File: src/hw/rtl/dtlz2_pkg.sv
// Shared constants, types and functions of the DTLZ2 objective evaluator.
package dtlz2_pkg;
    localparam int CordicSteps = 16;
    localparam logic [16:0] OneQ16 = 17'd65536;
    localparam logic [16:0] HalfQ16 = 17'd32768;
    localparam logic [24:0] PihalfQ24 = 25'd26353589;
    localparam logic signed [33:0] CordicGain = 34'sd652032874;
    localparam logic [23:0] Mask24 = 24'hFFFFFF;
    localparam logic [1:0] RegObj = 2'd0;
    localparam logic [1:0] RegVar = 2'd1;

    typedef struct packed {
        logic load;
        logic step;
        logic clear;
        logic emit_init;
        logic mul_start;
        logic mul_sin;
    } t_cmd;

    typedef struct packed {
        logic chain_done;
        logic mul_done;
        logic cordic_done;
    } t_sts;

    function automatic logic signed [25:0] atan_q24(input logic [3:0] i);
        logic signed [25:0] v;
        unique case (i)
            4'd0: v = 26'sd13176795;
            4'd1: v = 26'sd7778716;
            4'd2: v = 26'sd4110060;
            4'd3: v = 26'sd2086331;
            4'd4: v = 26'sd1047214;
            4'd5: v = 26'sd524117;
            4'd6: v = 26'sd262123;
            4'd7: v = 26'sd131069;
            4'd8: v = 26'sd65536;
            4'd9: v = 26'sd32768;
            4'd10: v = 26'sd16384;
            4'd11: v = 26'sd8192;
            4'd12: v = 26'sd4096;
            4'd13: v = 26'sd2048;
            4'd14: v = 26'sd1024;
            default: v = 26'sd512;
        endcase
        return v;
    endfunction

    function automatic logic [16:0] q30_to_q16(input logic signed [33:0] v);
        logic signed [33:0] r;
        r = (v + 34'sd8192) >>> 14;
        if (r < 0) return 17'd0;
        if (r > 34'sd65536) return OneQ16;
        return r[16:0];
    endfunction
endpackage

File: src/hw/rtl/dtlz2_ctrl.sv
// Sequencer: CORDIC over each angle, then the product chain per objective.
module dtlz2_ctrl import dtlz2_pkg::*; (
    input  logic i_clk,
    input  logic i_rst_n,
    input  logic i_in_valid,
    output logic o_in_stall,
    input  logic i_fire,
    input  logic i_out_free,
    input  logic i_more,
    input  t_sts i_sts,
    output t_cmd o_cmd,
    output logic o_out_load
);
    localparam logic [2:0] S_IDLE = 3'd0;
    localparam logic [2:0] S_STEP = 3'd1;
    localparam logic [2:0] S_CORD = 3'd2;
    localparam logic [2:0] S_MUL  = 3'd3;
    localparam logic [2:0] S_MWT  = 3'd4;
    localparam logic [2:0] S_OUT  = 3'd5;
    localparam logic [2:0] S_SWT  = 3'd6;

    logic [2:0] r_state, n_state;

    always_comb begin
        n_state = r_state;
        o_cmd = '0;
        o_out_load = 1'b0;
        o_in_stall = (r_state != S_IDLE);
        unique case (r_state)
            S_IDLE: begin
                if (i_in_valid) begin
                    o_cmd.load = 1'b1;
                    n_state = S_STEP;
                end
            end
            S_STEP: begin
                o_cmd.step = 1'b1;
                if (i_fire) begin
                    o_cmd.emit_init = 1'b1;
                    n_state = S_CORD;
                end else n_state = S_IDLE;
            end
            S_CORD: if (i_sts.cordic_done) n_state = S_MUL;
            S_MUL: begin
                o_cmd.mul_start = 1'b1;
                o_cmd.mul_sin = i_sts.chain_done;
                n_state = i_sts.chain_done ? S_SWT : S_MWT;
            end
            S_MWT: if (i_sts.mul_done) n_state = S_MUL;
            S_SWT: if (i_sts.mul_done) n_state = S_OUT;
            S_OUT: begin
                if (i_out_free) begin
                    o_out_load = 1'b1;
                    n_state = i_more ? S_MUL : S_IDLE;
                end
            end
            default: n_state = S_IDLE;
        endcase
    end

    always_ff @(posedge i_clk) begin
        if (!i_rst_n) r_state <= S_IDLE;
        else r_state <= n_state;
    end
endmodule

File: src/hw/rtl/dtlz2_datapath.sv
// Datapath: angle store, distance sum, CORDIC unit and product chain.
module dtlz2_datapath import dtlz2_pkg::*; #(
    parameter int MaxObj = 8,
    parameter int MaxVar = 32
) (
    input  logic        i_clk,
    input  logic        i_rst_n,
    input  t_cmd        i_cmd,
    input  logic [16:0] i_x,
    input  logic [3:0]  i_m_raw,
    input  logic [5:0]  i_n_raw,
    input  logic        i_out_load,
    output t_sts        o_sts,
    output logic        o_fire,
    output logic [23:0] o_value,
    output logic [2:0]  o_index,
    output logic        o_last,
    output logic        o_more
);
    localparam int AW = $clog2(MaxObj);
    logic [16:0] r_angle [MaxObj-1];
    logic [16:0] r_x;
    logic [23:0] r_g;
    logic [5:0]  r_cnt;
    logic [AW:0] m_c;
    logic [6:0]  n_c;
    logic [AW:0] r_obj, r_j;
    logic [AW:0] r_cj;
    logic [4:0]  r_it;
    logic        r_cbusy, r_mbusy;
    logic signed [33:0] r_cx, r_cy;
    logic signed [25:0] r_z;
    logic [16:0] r_cos [MaxObj-1];
    logic [16:0] r_sin [MaxObj-1];
    logic [23:0] r_f;
    logic [42:0] r_prod;
    logic [5:0]  cnt_inc;

    always_comb begin
        if (i_m_raw < 4'd2) m_c = (AW+1)'(2);
        else if ({28'd0, i_m_raw} > MaxObj) m_c = (AW+1)'(MaxObj);
        else m_c = (AW+1)'(i_m_raw);
        if (i_n_raw < 6'd2) n_c = 7'd2;
        else if ({26'd0, i_n_raw} > MaxVar) n_c = 7'(MaxVar);
        else n_c = {1'b0, i_n_raw};
        if (n_c < 7'(m_c)) n_c = 7'(m_c);
    end

    assign cnt_inc = r_cnt + 6'd1;
    assign o_fire = (cnt_inc == 6'd0) || (7'(cnt_inc) >= n_c);
    assign o_sts.cordic_done = !r_cbusy;
    assign o_sts.mul_done = !r_mbusy;
    assign o_sts.chain_done = (r_j + r_obj + 1'b1 >= m_c);

    logic [16:0] ad;
    logic [35:0] sq;
    logic [24:0] gs;
    logic [16:0] sel;
    logic [AW-1:0] sin_idx;
    assign ad = (r_x >= HalfQ16) ? r_x - HalfQ16 : HalfQ16 - r_x;
    assign sq = 36'(ad) * 36'(ad) + 36'd32768;
    assign gs = {1'b0, r_g} + 25'(sq[35:16]);

    // the last variable's distance term goes in at emit time
    logic [24:0] base;
    logic [23:0] g_fin;
    always_comb begin
        g_fin = r_g;
        if (!(7'(r_cnt) < 7'(m_c) - 7'd1)) g_fin = gs[24] ? Mask24 : gs[23:0];
        base = {1'b0, g_fin} + 25'(OneQ16);
    end

    always_ff @(posedge i_clk) begin
        if (!i_rst_n) begin
            r_g <= '0; r_cnt <= '0;
        end else if (i_cmd.step) begin
            if (7'(r_cnt) < 7'(m_c) - 7'd1) r_angle[r_cnt[AW-1:0]] <= r_x;
            if (o_fire) begin
                r_cnt <= '0;
                r_g <= base[24] ? Mask24 : base[23:0];
            end else begin
                r_cnt <= cnt_inc;
                if (!(7'(r_cnt) < 7'(m_c) - 7'd1)) r_g <= gs[24] ? Mask24 : gs[23:0];
            end
        end else if (i_out_load && !o_more) begin
            r_g <= '0;
            for (int k = 0; k < MaxObj - 1; k++) r_angle[k] <= '0;
        end
        if (i_cmd.load) r_x <= (i_x > OneQ16) ? OneQ16 : i_x;
    end

    always_ff @(posedge i_clk) begin
        if (!i_rst_n) begin
            r_cbusy <= 1'b0; r_cj <= '0;
        end else if (i_cmd.emit_init) begin
            r_cj <= '0; r_cbusy <= 1'b1; r_it <= '0;
            r_cx <= CordicGain; r_cy <= '0;
            r_z <= 26'(({25'd0, r_angle[0]} * 42'(PihalfQ24) + 42'd32768) >> 16);
        end else if (r_cbusy) begin
            if (r_it == 5'(CordicSteps)) begin
                r_cos[r_cj[AW-1:0]] <= q30_to_q16(r_cx);
                r_sin[r_cj[AW-1:0]] <= q30_to_q16(r_cy);
                if (r_cj + 1'b1 + 1'b1 >= m_c) r_cbusy <= 1'b0;
                else begin
                    r_cj <= r_cj + 1'b1;
                    r_it <= '0;
                    r_cx <= CordicGain; r_cy <= '0;
                    r_z <= 26'(({25'd0, r_angle[r_cj[AW-1:0] + 1'b1]} * 42'(PihalfQ24)
                           + 42'd32768) >> 16);
                end
            end else begin
                if (!r_z[25]) begin
                    r_cx <= r_cx - (r_cy >>> r_it[3:0]);
                    r_cy <= r_cy + (r_cx >>> r_it[3:0]);
                    r_z <= r_z - atan_q24(r_it[3:0]);
                end else begin
                    r_cx <= r_cx + (r_cy >>> r_it[3:0]);
                    r_cy <= r_cy - (r_cx >>> r_it[3:0]);
                    r_z <= r_z + atan_q24(r_it[3:0]);
                end
                r_it <= r_it + 5'd1;
            end
        end
    end

    // product chain: f *= cos[j] for each j, then sin once (objective 0 passes f through)
    assign sin_idx = AW'(m_c - r_obj - 1'b1);
    assign sel = i_cmd.mul_sin ? r_sin[sin_idx] : r_cos[r_j[AW-1:0]];
    logic [42:0] pr;
    assign pr = (r_prod + 43'd32768) >> 16;
    always_ff @(posedge i_clk) begin
        if (!i_rst_n) begin
            r_mbusy <= 1'b0; r_obj <= '0; r_j <= '0;
        end else begin
            if (i_cmd.emit_init) begin
                r_obj <= '0; r_j <= '0; r_f <= base[24] ? Mask24 : base[23:0];
            end
            if (i_cmd.mul_start) begin
                if (i_cmd.mul_sin && r_obj == '0) begin
                    r_prod <= {3'd0, r_f, 16'd0};
                end else begin
                    r_prod <= 43'(r_f) * 43'(sel);
                end
                r_mbusy <= 1'b1;
                if (!i_cmd.mul_sin) r_j <= r_j + 1'b1;
            end else if (r_mbusy) begin
                r_mbusy <= 1'b0;
                r_f <= (pr > 43'(Mask24)) ? Mask24 : pr[23:0];
            end
            if (i_out_load) begin
                r_j <= '0; r_obj <= r_obj + 1'b1;
                r_f <= r_g;
            end
        end
    end

    assign o_value = r_f;
    assign o_index = 3'(r_obj);
    assign o_last = (r_obj + 1'b1 == m_c);
    assign o_more = !o_last;
endmodule

File: src/hw/rtl/dtlz2_objective_evaluator.sv
// Top level of the DTLZ2 objective evaluator: config regs, control, datapath, output reg.
// Each word is accepted, then stepped; after the last one, CORDIC runs over each of the M-1 angles.
// Objective i then runs M product steps for i=0 (M-i else) and is loaded into the output reg.
// Synchronous active-low reset clears control, distance sum and count; M=3, N=12.
module dtlz2_objective_evaluator import dtlz2_pkg::*; #(
    parameter int MAX_OBJECTIVES = 8,
    parameter int MAX_VARIABLES = 32
) (
    input  logic        i_clk,
    input  logic        i_rst_n,
    input  logic        psel,
    input  logic        penable,
    input  logic        pwrite,
    input  logic [2:0]  paddr,
    input  logic [31:0] pwdata,
    output logic [31:0] prdata,
    output logic        pready,
    input  logic        i_valid,
    output logic        o_stall,
    input  logic [16:0] i_variable_value,
    output logic        o_valid,
    input  logic        i_stall,
    output logic [23:0] o_objective_value,
    output logic [2:0]  o_objective_index,
    output logic        o_last_objective
);
    logic [3:0] r_m;
    logic [5:0] r_n;
    t_cmd cmd;
    t_sts sts;
    logic fire, out_load, more, last;
    logic [23:0] val;
    logic [2:0] idx;

    assign pready = 1'b1;
    always_ff @(posedge i_clk) begin
        if (!i_rst_n) begin
            r_m <= 4'd3; r_n <= 6'd12;
        end else if (psel && penable && pwrite) begin
            if (paddr[2] == RegObj[0]) r_m <= pwdata[3:0];
            else r_n <= pwdata[5:0];
        end
    end
    assign prdata = (paddr[2] == RegVar[0]) ? {26'd0, r_n} : {28'd0, r_m};

    logic ctrl_load;
    logic in_free;
    assign in_free = !o_valid || !i_stall;

    dtlz2_ctrl u_ctrl (
        .i_clk(i_clk), .i_rst_n(i_rst_n), .i_in_valid(i_valid),
        .o_in_stall(o_stall), .i_fire(fire), .i_out_free(in_free), .i_more(more),
        .i_sts(sts), .o_cmd(cmd), .o_out_load(ctrl_load)
    );
    assign out_load = ctrl_load;

    dtlz2_datapath #(.MaxObj(MAX_OBJECTIVES), .MaxVar(MAX_VARIABLES)) u_dp (
        .i_clk(i_clk), .i_rst_n(i_rst_n), .i_cmd(cmd), .i_x(i_variable_value),
        .i_m_raw(r_m), .i_n_raw(r_n), .i_out_load(out_load), .o_sts(sts),
        .o_fire(fire), .o_value(val), .o_index(idx), .o_last(last), .o_more(more)
    );

    always_ff @(posedge i_clk) begin
        if (!i_rst_n) o_valid <= 1'b0;
        else if (out_load) o_valid <= 1'b1;
        else if (!i_stall) o_valid <= 1'b0;
        if (out_load) begin
            o_objective_value <= val;
            o_objective_index <= idx;
            o_last_objective <= last;
        end
    end

    a_out_hold: assert property (@(posedge i_clk) disable iff (!i_rst_n)
        o_valid && i_stall |=> o_valid && $stable(o_objective_value)
            && $stable(o_objective_index) && $stable(o_last_objective));
    a_out_known: assert property (@(posedge i_clk) disable iff (!i_rst_n)
        o_valid |-> !$isunknown({o_objective_value, o_objective_index, o_last_objective}));
    a_load_free: assert property (@(posedge i_clk) disable iff (!i_rst_n)
        out_load |-> (!o_valid || !i_stall));
    a_pready: assert property (@(posedge i_clk) pready);
endmodule

File: config.mk
export PLATFORM = sky130hd
export DESIGN_NAME = dtlz2_objective_evaluator
export DESIGN_NICKNAME = d
export VERILOG_FILES = /design/src/hw/rtl/dtlz2_pkg.sv /design/src/hw/rtl/dtlz2_ctrl.sv /design/src/hw/rtl/dtlz2_datapath.sv /design/src/hw/rtl/dtlz2_objective_evaluator.sv
export SDC_FILE = /design/constraint.sdc
export NUM_CORES = 2
export LEC_CHECK = 0
export BUFFER_PORTS_ARGS = -buffer_cell sky130_fd_sc_hd__clkbuf_2
export CORE_UTILIZATION = 40
export CTS_CLUSTER_DIAMETER = 30
export CTS_CLUSTER_SIZE = 25
export DETAILED_ROUTE_END_ITERATION = 10
export PLACE_DENSITY = 0.65
export SKIP_CTS_REPAIR_TIMING = 1
export SYNTH_ARGS = -nofsm -noshare
export SYNTH_HDL_FRONTEND = slang
export SYNTH_SLANG_ARGS = --single-unit
File: constraint.sdc
create_clock -name i_clk -period 14.5 [get_ports i_clk]
set_clock_uncertainty 0.05 [all_clocks]
set_input_delay 2.9 -clock i_clk [delete_from_list [all_inputs] [get_ports i_clk]]
set_output_delay 2.9 -clock i_clk [all_outputs]
set_load 0.005 [all_outputs]
==> results.md <==
* Status: finished clean
* Yosys Warn Count at 0
* Worst Hold Class: reg2reg
* Clk_lat worst skew at 780 ps
* Synth cell types at 92
* Clock Path Buffers at 3
* Buffers added on ports at 66
* EDFF count, synth at 466
* Cells after Synth at 7,532
* Number of nets in the layout at 9,108
* Main combinational cell family by area after synthesis: adder cells
* Share of cells above drive strength 1 at 8.692%
* CP max stage delay at 610 ps
* Initial drt markers at 3,764
* Largest area contributor in the netlist: fa_1
* Slew headroom at 14.94%
* Dpl hpwl at 137.7 mm
* Detailed-route DRC error count at 0
* Worst setup path category: reg2reg
* Initial antenna violation count at 3
* Footprint of the multi-input gates at 50,320 µm²
* Commonest non-fill, non-tap cell in the layout: inv_1
* Root Buffer: clkbuf_16
* I/O pins at 122
* Largest cells by area after synthesis: fa_1, edfxtp_1, ha_1
* Placer Congestion at 0.9092
* Vias in the first global route at 55,780
* Post-Synth Adder-Cell Area at 34.65%
* Syn Area/Cell at 9.713 µm²
* Chip Height at 429.7 µm
* Seq/Total Area, Yosys at 24.13%
* Via Count at 54,110
* Hold Path Origin: u_dp.r_angle[2][3]
* Maxcap violations at 0
* Post-layout min period at 13,310 ps
* Vias/cell at 5.412
* Initial core utilization at 40.39%
* First-pass GRT wire length at 298.5 mm
* Simple-gate share of the synthesized area at 12.84%
* Fin Setup TNS at 0 ps
* Synth-to-Final Area Change at 10.87%
* Startpoint Class: flip-flop
* Die W at 429.7 µm
* Cts bufs inserted at 141
* TritonCTS Sinks at 649
* CP max FO at 15
* Overflow after GRT at 0
* Critical Path RT at 15,030 ps
* CTS tree: built
* Clock transition at the registers of the reported paths at 50 ps
* CP dominant cell by count: inv_1
* Fin crit share at 91.76%
* Worst R2R Start: u_dp.r_x[8]
* Most frequent cells in the layout: inv_1, nand2_1, fa_1
* Mux cell area share after synthesis at 6.347%
* CP max stage cell: edfxtp_1
* Fmax at 75.15 MHz
* Critical path startpoint: u_dp.r_x[8]
* XOR/XNOR share of the synthesized area at 4.250%
* FILL cells at 16,920
* FP Rows at 156
* WP data arrival at 13,840 ps
* Placeable Area at 181,100 µm²
* Post-route ant nets at 0
* Final Hold Vio Count at 0
* Full die area at 184,600 µm²
* Compound-Gate Fraction of Synth Area at 10.22%
* Area share of the leading cell type in the synthesized netlist at 22.16%
* Routed wire per std cell at 18.42 µm
* First-pass DRT Iterations at 6
* Register area at 17,660 µm²
* Largest net degree at the start of global routing at 91
* Worst-Margin Slew at 1275 ps
* Endpoint class of the critical path: flip-flop
* Most used DFF post-synth: edfxtp_1
* Synthesized flop and latch total at 649
* H-tree levels at 4
* Slew Limit Fails at 0
* Total track usage at 20.11%
* Post-synth ARST share at 0%
* Detailed Route WL at 184.2 mm
* RSZ-0062 raised after global routing: false
* Mapped cell area at 73,160 µm²
* Setup violators final at 0
-- final timing paths --
check / to / slack, ps / cells past startpoint
min reg2reg: u_dp.r_angle[2][3] / 400 / 2
max: u_dp.o_value[15] / 1190 / 52
max reg2reg: u_dp.o_value[15] / 1190 / 52
min: u_dp.r_angle[2][3] / 400 / 2
-- layout make-up --
| type | count | area share [%] |
|---|---|---|
| Sequential cell | 649 | 21.77 |
| Inverter | 1064 | 4.924 |
| Clock buffer | 168 | 4.694 |
| Tap cell | 2370 | 3.656 |
| Antenna cell | 1 | 0.003085 |
| Multi-Input combinational cell | 5480 | 62.03 |
| Clock inverter | 94 | 1.518 |
| Timing Repair Buffer | 173 | 1.398 |
-- critical path, delay by kind of cell (launching register included) --
family,cells,cell delay [ps]
buffers and inverters,11,1430
DFF,1,610
xor gates and xnor gates,2,200
AOI/OAI and AO/OA,16,3400
and+or+nand+nor,14,3540
adders and majority gates,9,3880
-- per-layer routing --
metal,vias up,part of all wire [%],GRT usage (%)
met4,0,2.9,6.546
met5,-,0,0
met1,27080,43,26.42
met2,1499,49,34.17
met3,310,5.4,2.654
li1,25220,-,-
-- flip-flops by register name, indices dropped and copies added (netlist names), 26 cells and up, named ones only --
register and flops:
u_dp.r_angle 136, u_dp.r_cos 119, u_dp.r_cx 34, u_dp.r_cy 34, u_dp.r_prod 26, u_dp.r_sin 119
u_dp.r_z 26
-- logic make-up (layout without fill, tap and decap cells) --
| kind of cell | count (synthesis) | in the layout |
|---|---|---|
| AOI/OAI and AO/OA | 1210 | 1210 |
| buffers and inverters | 1430 | 1499 |
| other | 2 | 30 |
| adders and majority gates | 1540 | 1540 |
| xor gates and xnor gates | 355 | 355 |
| DFF | 649 | 649 |
| and+or+nand+nor | 2074 | 2074 |
| muxes | 272 | 272 |
-- per-stage QoR --
stage / worst slack (ps) / instance area, µm² / utilization [%] / cells / hold WS (ps)
2_1_floorplan: 2607 / 73260 / - / 7559 / 374.4
3_3_place_gp: 1726 / 76070 / 42.00 / 9736 / 388.1
4_1_cts: 1311 / 81110 / 44.78 / 9998 / 401.3
6_report: 1194 / 81110 / 44.78 / 9999 / 399.0
5_1_grt: 276.7 / 81110 / 44.78 / 9998 / 419.6
3_5_place_dp: 1387 / 76070 / 42.00 / 9736 / 393.8
-- Yosys cell counts, types with 21 or more instances --
master / instances
o22ai_1: 26
nand2b_1: 51
o21ai_0: 222
dfxtp_1: 183
xor2_1: 147
clkbuf_1: 277
o21bai_1: 27
and3_1: 54
a211oi_1: 66
inv_1: 1052
a31oi_1: 46
o211ai_1: 33
mux2_2: 29
o21a_1: 48
or3_1: 24
a21oi_1: 464
mux2i_1: 96
nand4_1: 34
o221ai_1: 21
nor4_1: 23
ha_1: 730
xnor2_1: 208
nand2_1: 923
edfxtp_1: 466
nor2b_1: 83
nor2_1: 476
nand3_1: 101
a21o_1: 122
nor3_1: 75
mux4_2: 135
and2_1: 155
fa_1: 810
buf_4: 31
buf_1: 41
Power is left out: the tool's default activity adds up to more than one toggle a clock period on the data nets, which glitch-free logic cannot reach.
